## src/rtl/bli_pkg.sv

```systemverilog
// ----------------------------------------------------------------------------
// bli_pkg
// shared types, register indexes, operation codes and reset values
// ----------------------------------------------------------------------------
package bli_pkg;

  localparam int SAMPLE_BITS = 8;
  localparam int CFG_TIME_BITS = 12;
  localparam int CFG_DATA_BITS = 12;
  localparam int CFG_INDEX_BITS = 3;
  localparam int PULSE_BITS = 4;
  localparam int TIMER_BITS_DEFAULT = 12;

  localparam logic [SAMPLE_BITS-1:0] LOW_THRESHOLD_RESET = 8'd50;
  localparam logic [CFG_TIME_BITS-1:0] BLINK_SHORT_RESET = 12'd100;
  localparam logic [CFG_TIME_BITS-1:0] BLINK_PAUSE_RESET = 12'd1500;
  localparam logic [PULSE_BITS-1:0] BLINKS_PER_BURST_RESET = 4'd3;
  localparam logic [CFG_TIME_BITS-1:0] CHARGE_BLINK_RESET = 12'd500;

  typedef enum logic [1:0] {
    OP_TICK   = 2'd0,
    OP_SAMPLE = 2'd1,
    OP_PIN    = 2'd2
  } op_t;

  typedef enum logic [CFG_INDEX_BITS-1:0] {
    REG_LOW_THRESHOLD    = 3'd0,
    REG_CHARGE_ENABLE    = 3'd1,
    REG_OFFSET_ENABLE    = 3'd2,
    REG_BLINK_SHORT      = 3'd3,
    REG_BLINK_PAUSE      = 3'd4,
    REG_BLINKS_PER_BURST = 3'd5,
    REG_CHARGE_BLINK     = 3'd6
  } reg_index_t;

  typedef struct packed {
    logic [SAMPLE_BITS-1:0]   low_threshold;
    logic                     charge_enable;
    logic                     offset_enable;
    logic [CFG_TIME_BITS-1:0] blink_short_ms;
    logic [CFG_TIME_BITS-1:0] blink_pause_ms;
    logic [PULSE_BITS-1:0]    blinks_per_burst;
    logic [CFG_TIME_BITS-1:0] charge_blink_ms;
  } cfg_t;

  typedef struct packed {
    logic                   led_on;
    logic [SAMPLE_BITS-1:0] battery_level;
    logic                   level_update;
    logic                   battery_low;
    logic                   charging;
  } result_t;

endpackage

```

## src/rtl/bli_cfg.sv

```systemverilog
// ----------------------------------------------------------------------------
// bli_cfg
// configuration register file, written by index, no read-back
// ----------------------------------------------------------------------------
module bli_cfg
  import bli_pkg::*;
(
  input  logic                      clk,
  input  logic                      rst,
  input  logic                      cfg_write,
  input  logic [CFG_INDEX_BITS-1:0] cfg_index,
  input  logic [CFG_DATA_BITS-1:0]  cfg_data,
  output cfg_t                      cfg
);

  always_ff @(posedge clk) begin
    if (rst) begin
      cfg.low_threshold    <= LOW_THRESHOLD_RESET;
      cfg.charge_enable    <= 1'b0;
      cfg.offset_enable    <= 1'b1;
      cfg.blink_short_ms   <= BLINK_SHORT_RESET;
      cfg.blink_pause_ms   <= BLINK_PAUSE_RESET;
      cfg.blinks_per_burst <= BLINKS_PER_BURST_RESET;
      cfg.charge_blink_ms  <= CHARGE_BLINK_RESET;
    end else if (cfg_write) begin
      case (cfg_index)
        REG_LOW_THRESHOLD:    cfg.low_threshold    <= cfg_data[SAMPLE_BITS-1:0];
        REG_CHARGE_ENABLE:    cfg.charge_enable    <= cfg_data[0];
        REG_OFFSET_ENABLE:    cfg.offset_enable    <= cfg_data[0];
        REG_BLINK_SHORT:      cfg.blink_short_ms   <= cfg_data[CFG_TIME_BITS-1:0];
        REG_BLINK_PAUSE:      cfg.blink_pause_ms   <= cfg_data[CFG_TIME_BITS-1:0];
        REG_BLINKS_PER_BURST: cfg.blinks_per_burst <= cfg_data[PULSE_BITS-1:0];
        REG_CHARGE_BLINK:     cfg.charge_blink_ms  <= cfg_data[CFG_TIME_BITS-1:0];
        default: ;
      endcase
    end
  end

endmodule

```

## src/rtl/bli_engine.sv

```systemverilog
// ----------------------------------------------------------------------------
// bli_engine
// level, offset, blink and charge timer state with one-pass event update
// ----------------------------------------------------------------------------
module bli_engine
  import bli_pkg::*;
#(
  parameter int TIMER_BITS = TIMER_BITS_DEFAULT
) (
  input  logic                   clk,
  input  logic                   rst,
  input  cfg_t                   cfg,
  input  logic                   step,
  input  logic [1:0]             op,
  input  logic [SAMPLE_BITS-1:0] sample,
  input  logic                   present,
  output result_t                result
);

  logic                   led_state, led_state_next;
  logic [SAMPLE_BITS-1:0] stored_level, stored_level_next;
  logic [SAMPLE_BITS-1:0] offset_counter, offset_counter_next;
  logic [PULSE_BITS-1:0]  pulses_left, pulses_left_next;
  logic [TIMER_BITS-1:0]  blink_rem, blink_rem_next;
  logic                   blink_armed, blink_armed_next;
  logic [TIMER_BITS-1:0]  charge_rem, charge_rem_next;
  logic                   charge_armed, charge_armed_next;
  logic                   charger_level, charger_level_next;
  logic                   changed;
  logic [SAMPLE_BITS-1:0] level;
  logic                   led_mid;
  logic [TIMER_BITS-1:0]  short_load, pause_load, charge_load;

  assign short_load  = TIMER_BITS'(cfg.blink_short_ms);
  assign pause_load  = TIMER_BITS'(cfg.blink_pause_ms);
  assign charge_load = TIMER_BITS'(cfg.charge_blink_ms);
  assign level = cfg.offset_enable ? sample + offset_counter : sample;

  always_comb begin
    led_state_next      = led_state;
    stored_level_next   = stored_level;
    offset_counter_next = offset_counter;
    pulses_left_next    = pulses_left;
    blink_rem_next      = blink_rem;
    blink_armed_next    = blink_armed;
    charge_rem_next     = charge_rem;
    charge_armed_next   = charge_armed;
    charger_level_next  = charger_level;
    changed             = 1'b0;
    led_mid             = led_state;
    case (op)
      OP_TICK: begin
        // blink timer first, charge timer sees its led result
        if (blink_armed) begin
          if (blink_rem <= TIMER_BITS'(1)) begin
            if (stored_level >= cfg.low_threshold) begin
              led_mid          = 1'b1;
              blink_rem_next   = '0;
              blink_armed_next = 1'b0;
            end else if (pulses_left != '0) begin
              led_mid        = ~led_state;
              blink_rem_next = short_load;
              if (!led_state) begin
                pulses_left_next = pulses_left - PULSE_BITS'(1);
              end
            end else begin
              pulses_left_next = cfg.blinks_per_burst;
              led_mid          = 1'b0;
              blink_rem_next   = pause_load;
            end
          end else begin
            blink_rem_next = blink_rem - TIMER_BITS'(1);
          end
        end
        led_state_next = led_mid;
        if (charge_armed) begin
          if (charge_rem <= TIMER_BITS'(1)) begin
            if (cfg.charge_enable) begin
              led_state_next  = ~led_mid;
              charge_rem_next = charge_load;
            end else begin
              charge_rem_next   = '0;
              charge_armed_next = 1'b0;
            end
          end else begin
            charge_rem_next = charge_rem - TIMER_BITS'(1);
          end
        end
      end
      OP_SAMPLE: begin
        if (cfg.offset_enable) begin
          offset_counter_next = offset_counter + SAMPLE_BITS'(1);
        end
        if (level != stored_level) begin
          stored_level_next = level;
          changed           = 1'b1;
          if (level < cfg.low_threshold) begin
            blink_rem_next   = short_load;
            blink_armed_next = 1'b1;
          end
        end
      end
      OP_PIN: begin
        charger_level_next = present;
        if (cfg.charge_enable) begin
          if (present) begin
            led_state_next    = 1'b0;
            charge_rem_next   = charge_load;
            charge_armed_next = 1'b1;
          end else begin
            led_state_next    = 1'b1;
            charge_rem_next   = '0;
            charge_armed_next = 1'b0;
          end
        end
      end
      default: ;
    endcase
  end

  always_comb begin
    result.led_on        = led_state_next;
    result.battery_level = stored_level_next;
    result.level_update  = changed;
    result.battery_low   = stored_level_next < cfg.low_threshold;
    result.charging      = cfg.charge_enable & charger_level_next;
  end

  always_ff @(posedge clk) begin
    if (rst) begin
      led_state      <= 1'b1;
      stored_level   <= '0;
      offset_counter <= '0;
      pulses_left    <= BLINKS_PER_BURST_RESET;
      blink_rem      <= TIMER_BITS'(BLINK_SHORT_RESET);
      blink_armed    <= 1'b1;
      charge_rem     <= '0;
      charge_armed   <= 1'b0;
      charger_level  <= 1'b0;
    end else if (step) begin
      led_state      <= led_state_next;
      stored_level   <= stored_level_next;
      offset_counter <= offset_counter_next;
      pulses_left    <= pulses_left_next;
      blink_rem      <= blink_rem_next;
      blink_armed    <= blink_armed_next;
      charge_rem     <= charge_rem_next;
      charge_armed   <= charge_armed_next;
      charger_level  <= charger_level_next;
    end
  end

`ifndef SYNTHESIS
  a_blink_idle_zero: assert property (@(posedge clk) disable iff (rst)
    !blink_armed |-> blink_rem == '0)
    else $error("blink timer disarmed with count left");

  a_charge_idle_zero: assert property (@(posedge clk) disable iff (rst)
    !charge_armed |-> charge_rem == '0)
    else $error("charge timer disarmed with count left");

  a_hold_without_step: assert property (@(posedge clk) disable iff (rst)
    !step |=> $stable(stored_level) && $stable(offset_counter))
    else $error("level state moved without a beat");
`endif

endmodule

```

## src/rtl/battery_level_led_indicator.sv

```systemverilog
// ----------------------------------------------------------------------------
// battery_level_led_indicator
// battery level tracking and shared indicator led sequencing
// ----------------------------------------------------------------------------
// usage:
//   event channel (event_valid/event_stall) carries one beat per event:
//   a millisecond tick, an adc sample or a charger pin change.
//   result channel (result_valid/result_stall) returns exactly one beat
//   per event with led, level, update, low and charging flags.
//   configuration registers are written through cfg_write/cfg_index/cfg_data
//   while no events are in flight.
//   an accepted event is registered in the event register, updated against
//   the engine state and stored in the result register as a result beat.
//   throughput: one event per cycle while the result is not stalled, set by the
//   single-pass state update between the event register and the result register.
//   reset: engine state and configuration return to their defaults, the led state is on
//   and the low-battery blink timer is armed; both channels come up empty.
//   a stalled result holds; the event register still fills behind it, and
//   event_stall rises only when both registers are full.
// ----------------------------------------------------------------------------
module battery_level_led_indicator
  import bli_pkg::*;
#(
  parameter int TIMER_BITS = TIMER_BITS_DEFAULT
) (
  input  logic                      clk,
  input  logic                      rst,
  input  logic                      cfg_write,
  input  logic [CFG_INDEX_BITS-1:0] cfg_index,
  input  logic [CFG_DATA_BITS-1:0]  cfg_data,
  input  logic                      event_valid,
  output logic                      event_stall,
  input  logic [1:0]                operation,
  input  logic [SAMPLE_BITS-1:0]    sample_value,
  input  logic                      charger_present,
  output logic                      result_valid,
  input  logic                      result_stall,
  output logic                      led_on,
  output logic [SAMPLE_BITS-1:0]    battery_level,
  output logic                      level_update,
  output logic                      battery_low,
  output logic                      charging
);

  cfg_t                   cfg;
  result_t                result_comb;
  result_t                result_q;
  logic                   ev_valid;
  logic [1:0]             ev_op;
  logic [SAMPLE_BITS-1:0] ev_sample;
  logic                   ev_present;
  logic                   out_load;
  logic                   step;

  assign out_load    = !result_valid || !result_stall;
  assign step        = ev_valid && out_load;
  assign event_stall = ev_valid && !out_load;

  bli_cfg u_cfg (
    .clk       (clk),
    .rst       (rst),
    .cfg_write (cfg_write),
    .cfg_index (cfg_index),
    .cfg_data  (cfg_data),
    .cfg       (cfg)
  );

  bli_engine #(
    .TIMER_BITS (TIMER_BITS)
  ) u_engine (
    .clk     (clk),
    .rst     (rst),
    .cfg     (cfg),
    .step    (step),
    .op      (ev_op),
    .sample  (ev_sample),
    .present (ev_present),
    .result  (result_comb)
  );

  always_ff @(posedge clk) begin
    if (rst) begin
      ev_valid <= 1'b0;
    end else if (!event_stall) begin
      ev_valid <= event_valid;
    end
  end

  always_ff @(posedge clk) begin
    if (event_valid && !event_stall) begin
      ev_op      <= operation;
      ev_sample  <= sample_value;
      ev_present <= charger_present;
    end
  end

  always_ff @(posedge clk) begin
    if (rst) begin
      result_valid <= 1'b0;
    end else if (out_load) begin
      result_valid <= ev_valid;
    end
  end

  always_ff @(posedge clk) begin
    if (step) begin
      result_q <= result_comb;
    end
  end

  assign led_on        = result_q.led_on;
  assign battery_level = result_q.battery_level;
  assign level_update  = result_q.level_update;
  assign battery_low   = result_q.battery_low;
  assign charging      = result_q.charging;

`ifndef SYNTHESIS
  a_reset_empty: assert property (@(posedge clk)
    $past(rst) |-> !result_valid && !ev_valid)
    else $error("pipeline not empty after reset");

  a_stall_only_full: assert property (@(posedge clk) disable iff (rst)
    event_stall |-> result_valid && result_stall && ev_valid)
    else $error("event stalled with room downstream");

  a_step_delivers: assert property (@(posedge clk) disable iff (rst)
    step |=> result_valid)
    else $error("processed event produced no result beat");
`endif

endmodule
```

## config.mk

```make
export PLATFORM = sky130hd
export DESIGN_NAME = battery_level_led_indicator
export DESIGN_NICKNAME = d
export VERILOG_FILES = /design/src/rtl/bli_pkg.sv /design/src/rtl/bli_cfg.sv /design/src/rtl/bli_engine.sv /design/src/rtl/battery_level_led_indicator.sv
export SDC_FILE = /design/constraint.sdc
export NUM_CORES = 1
export LEC_CHECK = 0
export BUFFER_PORTS_ARGS = -buffer_cell sky130_fd_sc_hd__buf_2
export CAP_MARGIN = 20
export CORE_ASPECT_RATIO = 2
export CORE_UTILIZATION = 25
export DETAILED_ROUTE_END_ITERATION = 6
export GPL_TIMING_DRIVEN = 0
export MAX_ROUTING_LAYER = met4
export SLEW_MARGIN = 20
export SYNTH_ARGS = -nofsm -noshare
export SYNTH_HDL_FRONTEND = slang
export SYNTH_SLANG_ARGS = --single-unit
```

## constraint.sdc

```tcl
create_clock -name clk -period 5.2 [get_ports clk]
set_clock_uncertainty 0.2 [all_clocks]
set_input_delay 0.26 -clock clk [delete_from_list [all_inputs] [get_ports clk]]
set_output_delay 0.26 -clock clk [all_outputs]
set_load 0.02 [all_outputs]
```

==> metrics.cfg <==
[status]
status = finished clean

[floorplan]
initial_core_util_pct = 25.5
die_area_mm2 = 0.0275
core_mm2 = 0.0263
num_rows = 84
fp.dieH_um = 233
dieWidth_um = 118
ios = 45

[yosys]
synthCells = 745
synth-edff-count = 23
ys_ff_latch = 123
ys_async_sr_fraction_pct = 0
syn_avg_cell_area_um2 = 8.98
synth_nets = 812
yosys.area.top_type = dfxtp_1
yosys_most_used_dff = dfxtp_1
synth_area_mm2 = 0.00669
synthTopCellsByArea = dfxtp_1 (30%), edfxtp_1 (10%), ha_1 (6.5%)
synth_top_cell_area_share_pct = 29.9
synth_cell_type_count = 77
ys_seq_area_share_pct = 40.3
ys_warn_count = 0

[job]
drv_cap = 0

[pwr]
pwr-share-seq_pct = 41.2
irDropWorstVdd_mv = 0.186
p_leak_uw = 0.00327
p_sw_share_pct = 25.1
pwr-share-comb_pct = 9.6
power.net_switching_uw = 620
power.density_mw_per_mm2 = 302
p_clk_share_pct = 49.2
p_int_uw = 1850
power_uw = 2470

[clock_network]
clock_sinks = 123
cts_setup_buffers = 0
htree_num_levels = 4
cts_tree = built
cts_buffers = 17
cts.path.max_buffers = 2
cts-root-buf = clkbuf_16
worstSkewPairLatency_ns = 0.43
clk_pin_slew_worst_paths_ns = 0.06

[drt]
wl_um = 20600
post_drt_via_cell_ratio = 4.93
avgRoutedWirePerCell_um = 17.3
vias = 5844
drt.antenna.violating_nets = 0
first_iter_violations = 309
dr.pass1.iters = 5
drc = 0

[cells_and_area]
diodes = 0
regArea_mm2 = 0.00269
final_area_mm2 = 0.00818
nNetsFinal = 896
n_fill_cell = 2843
final_cell_mix = nand2_1 (101), dfxtp_1 (100), nor2_1 (76), buf_2 (42), mux2i_1 (41)
layout_commonest_cell = nand2_1
areaGrowthSynthToFinish_pct = 22.3
multi_input_area_mm2 = 0.00377
layout-drive-gt1-share_pct = 12.2

[timing]
finalHoldViolCount = 0
slew_violations = 0
slew_headroom_pct = 30.1
tightestPinTransition_ns = 1.05
setup_viol = 0
rsz0062_at_grt = no
period_share_pct = 94.7
fin_crit_ns = 4.92
whs_ns = 0.0155
tns_ns = 0
setup_ws_ns = 0.277
max_freq_mhz = 203

[placement]
placement.io_buffers = 42
dpl.hpwl_um = 16400
place_congestion = 0.875
dpl_cell_area_mm2 = 0.00733
place_ws_ns = 0.111

[setup_path]
crit_type = reg -> reg
required_ns = 5.27
worstRegToRegCells = 15
r2r_start = ev_sample[0]$_DFFE_PP_
timing.rr.end = battery_low$_DFFE_PP_
slowest_delay_ns = 0.48
worst-r2r-setup-slack_ns = 0.28
crit_path_end_kind = flop
path_max_fanout = 5
crit_chain = ha_1, fa_1, a21o_1, a221oi_2, xnor3_1, nor3_2, o2111ai_2, o21ai_1, inv_1, mux2_2, ha_1, a21o_1, a211o_1, a221o_1, a41oi_1
critPathSlowestCell = edfxtp_1
crit_arrival_ns = 4.99
worst_setup_path_start_kind = flop

[min_path]
hold-path-cell-count = 3
hold_start = cfg_data[2]
hold_end = u_cfg.cfg[30]$_SDFFE_PP1P_
hold_class = in -> reg

[grt]
track_usage_pct = 15.8
gr-total-overflow = 0
antenna_found_initial = 0
grt_pass1_wl_um = 31500
grt_pass1_vias = 5887
grt_start_max_net_pins = 19

[layer usage]
metal / GRT usage, % / wire (um) / vias up / share of wire, %
li1: - / - / 2857 / -
met1: 12.1 / 6680 / 2788 / 32
met2: 31.8 / 11900 / 135 / 58
met3: 2.73 / 527 / 64 / 2.6
met4: 12.4 / 1460 / 0 / 7.1
met5: - / 0 / - / 0
[power by group through the flow]
stage,logic (uW),clock network [uW],registers [uW]
floorplan,140,0,1040
global placement,221,0,1040
detailed placement,224,0,1040
CTS,238,1240,1020
global route,258,1280,1020
finish,237,1220,1020
[worst max-delay path, delay by kind of cell (launching register included)]
kind                       cells  cell delay, ns
xor gates and xnor gates       1            0.30
AOI/OAI and AO/OA              8            2.03
buffers and inverters          1            0.18
adders and majority gates      3            1.05
and+or+nand+nor                1            0.22
muxes                          1            0.32
DFF                            1            0.48
[final cells by class]
class / count / area share [%]
Buffer: 31 / 1.61
Clock buffer: 20 / 5.86
Clock inverter: 12 / 1.65
Inverter: 27 / 1.24
Multi-Input combinational cell: 564 / 46.1
Sequential cell: 123 / 32.9
Tap cell: 344 / 5.26
Timing Repair Buffer: 65 / 5.38
[worst max path at each step]
| stage | startpoint | to | slack [ns] | cells after the start |
|---|---|---|---|---|
| 6_report | ev_sample[0]$_DFFE_PP_ | battery_low$_DFFE_PP_ | 0.28 | 15 |
| 5_1_grt | ev_sample[0]$_DFFE_PP_ | battery_low$_DFFE_PP_ | 0.04 | 15 |
| 4_1_cts | ev_sample[0]$_DFFE_PP_ | battery_low$_DFFE_PP_ | 0.08 | 15 |
| 3_5_place_dp | ev_sample[0]$_DFFE_PP_ | battery_low$_DFFE_PP_ | 0.11 | 15 |
| 3_3_place_gp | ev_sample[0]$_DFFE_PP_ | battery_low$_DFFE_PP_ | 0.12 | 15 |
| 2_1_floorplan | ev_sample[0]$_DFFE_PP_ | battery_low$_DFFE_PP_ | 0.79 | 15 |
[cells in the mapped netlist, drive strengths merged, types with 3 or more instances]
master / n
nor3: 20
ha: 35
buf: 6
o2111ai: 3
nor2: 77
or4: 3
nor3b: 3
a22oi: 10
mux2i: 41
a211oi: 9
o31ai: 5
nand3: 21
and2: 5
nand2: 101
o211ai: 10
nand2b: 8
a21o: 11
nor4: 6
dfxtp: 100
nand4: 4
clkbuf: 25
o21a: 3
a21oi: 39
xor2: 19
o21ai: 31
a221oi: 6
a2111oi: 3
mux2: 10
edfxtp: 23
nor2b: 7
inv: 26
o2111a: 3
xnor2: 17
o41ai: 3
or3: 3
o22ai: 10
and3: 9
[timing repair]
item / in CTS / in global routing
setup endpoints to repair: 0 / 1
hold endpoints to repair: 44 / 0
resized for setup: 0 / 1
hold buffers: 23 / 0
[cells by family (layout without fill, tap and decap cells)]
kind of cell / Yosys count / in the layout / share of synthesized area [%]
muxes: 51 / 51 / 7.82
DFF: 123 / 123 / 40.3
xor gates and xnor gates: 37 / 37 / 5.16
adders and majority gates: 36 / 36 / 6.85
AOI/OAI and AO/OA: 165 / 165 / 17.2
buffers and inverters: 58 / 155 / 3.48
and+or+nand+nor: 275 / 275 / 19.2
[stage by stage]
step	cells	util [%]
2_1_floorplan	745	-
3_3_place_gp	1131	27.9
3_5_place_dp	1131	27.9
4_1_cts	1186	31.1
5_1_grt	1186	31.1
6_report	1186	31.1
[sequential cells by signal (all words and copies together), names as in the netlist, 2 cells and up]
name,flops
u_cfg.cfg,50
u_engine.blink_rem,12
u_engine.charge_rem,12
battery_level,8
ev_sample,8
u_engine.offset_counter,8
u_engine.stored_level,8
u_engine.pulses_left,4
ev_op,2
No activity file was read; power rests on OpenSTA's default activity.
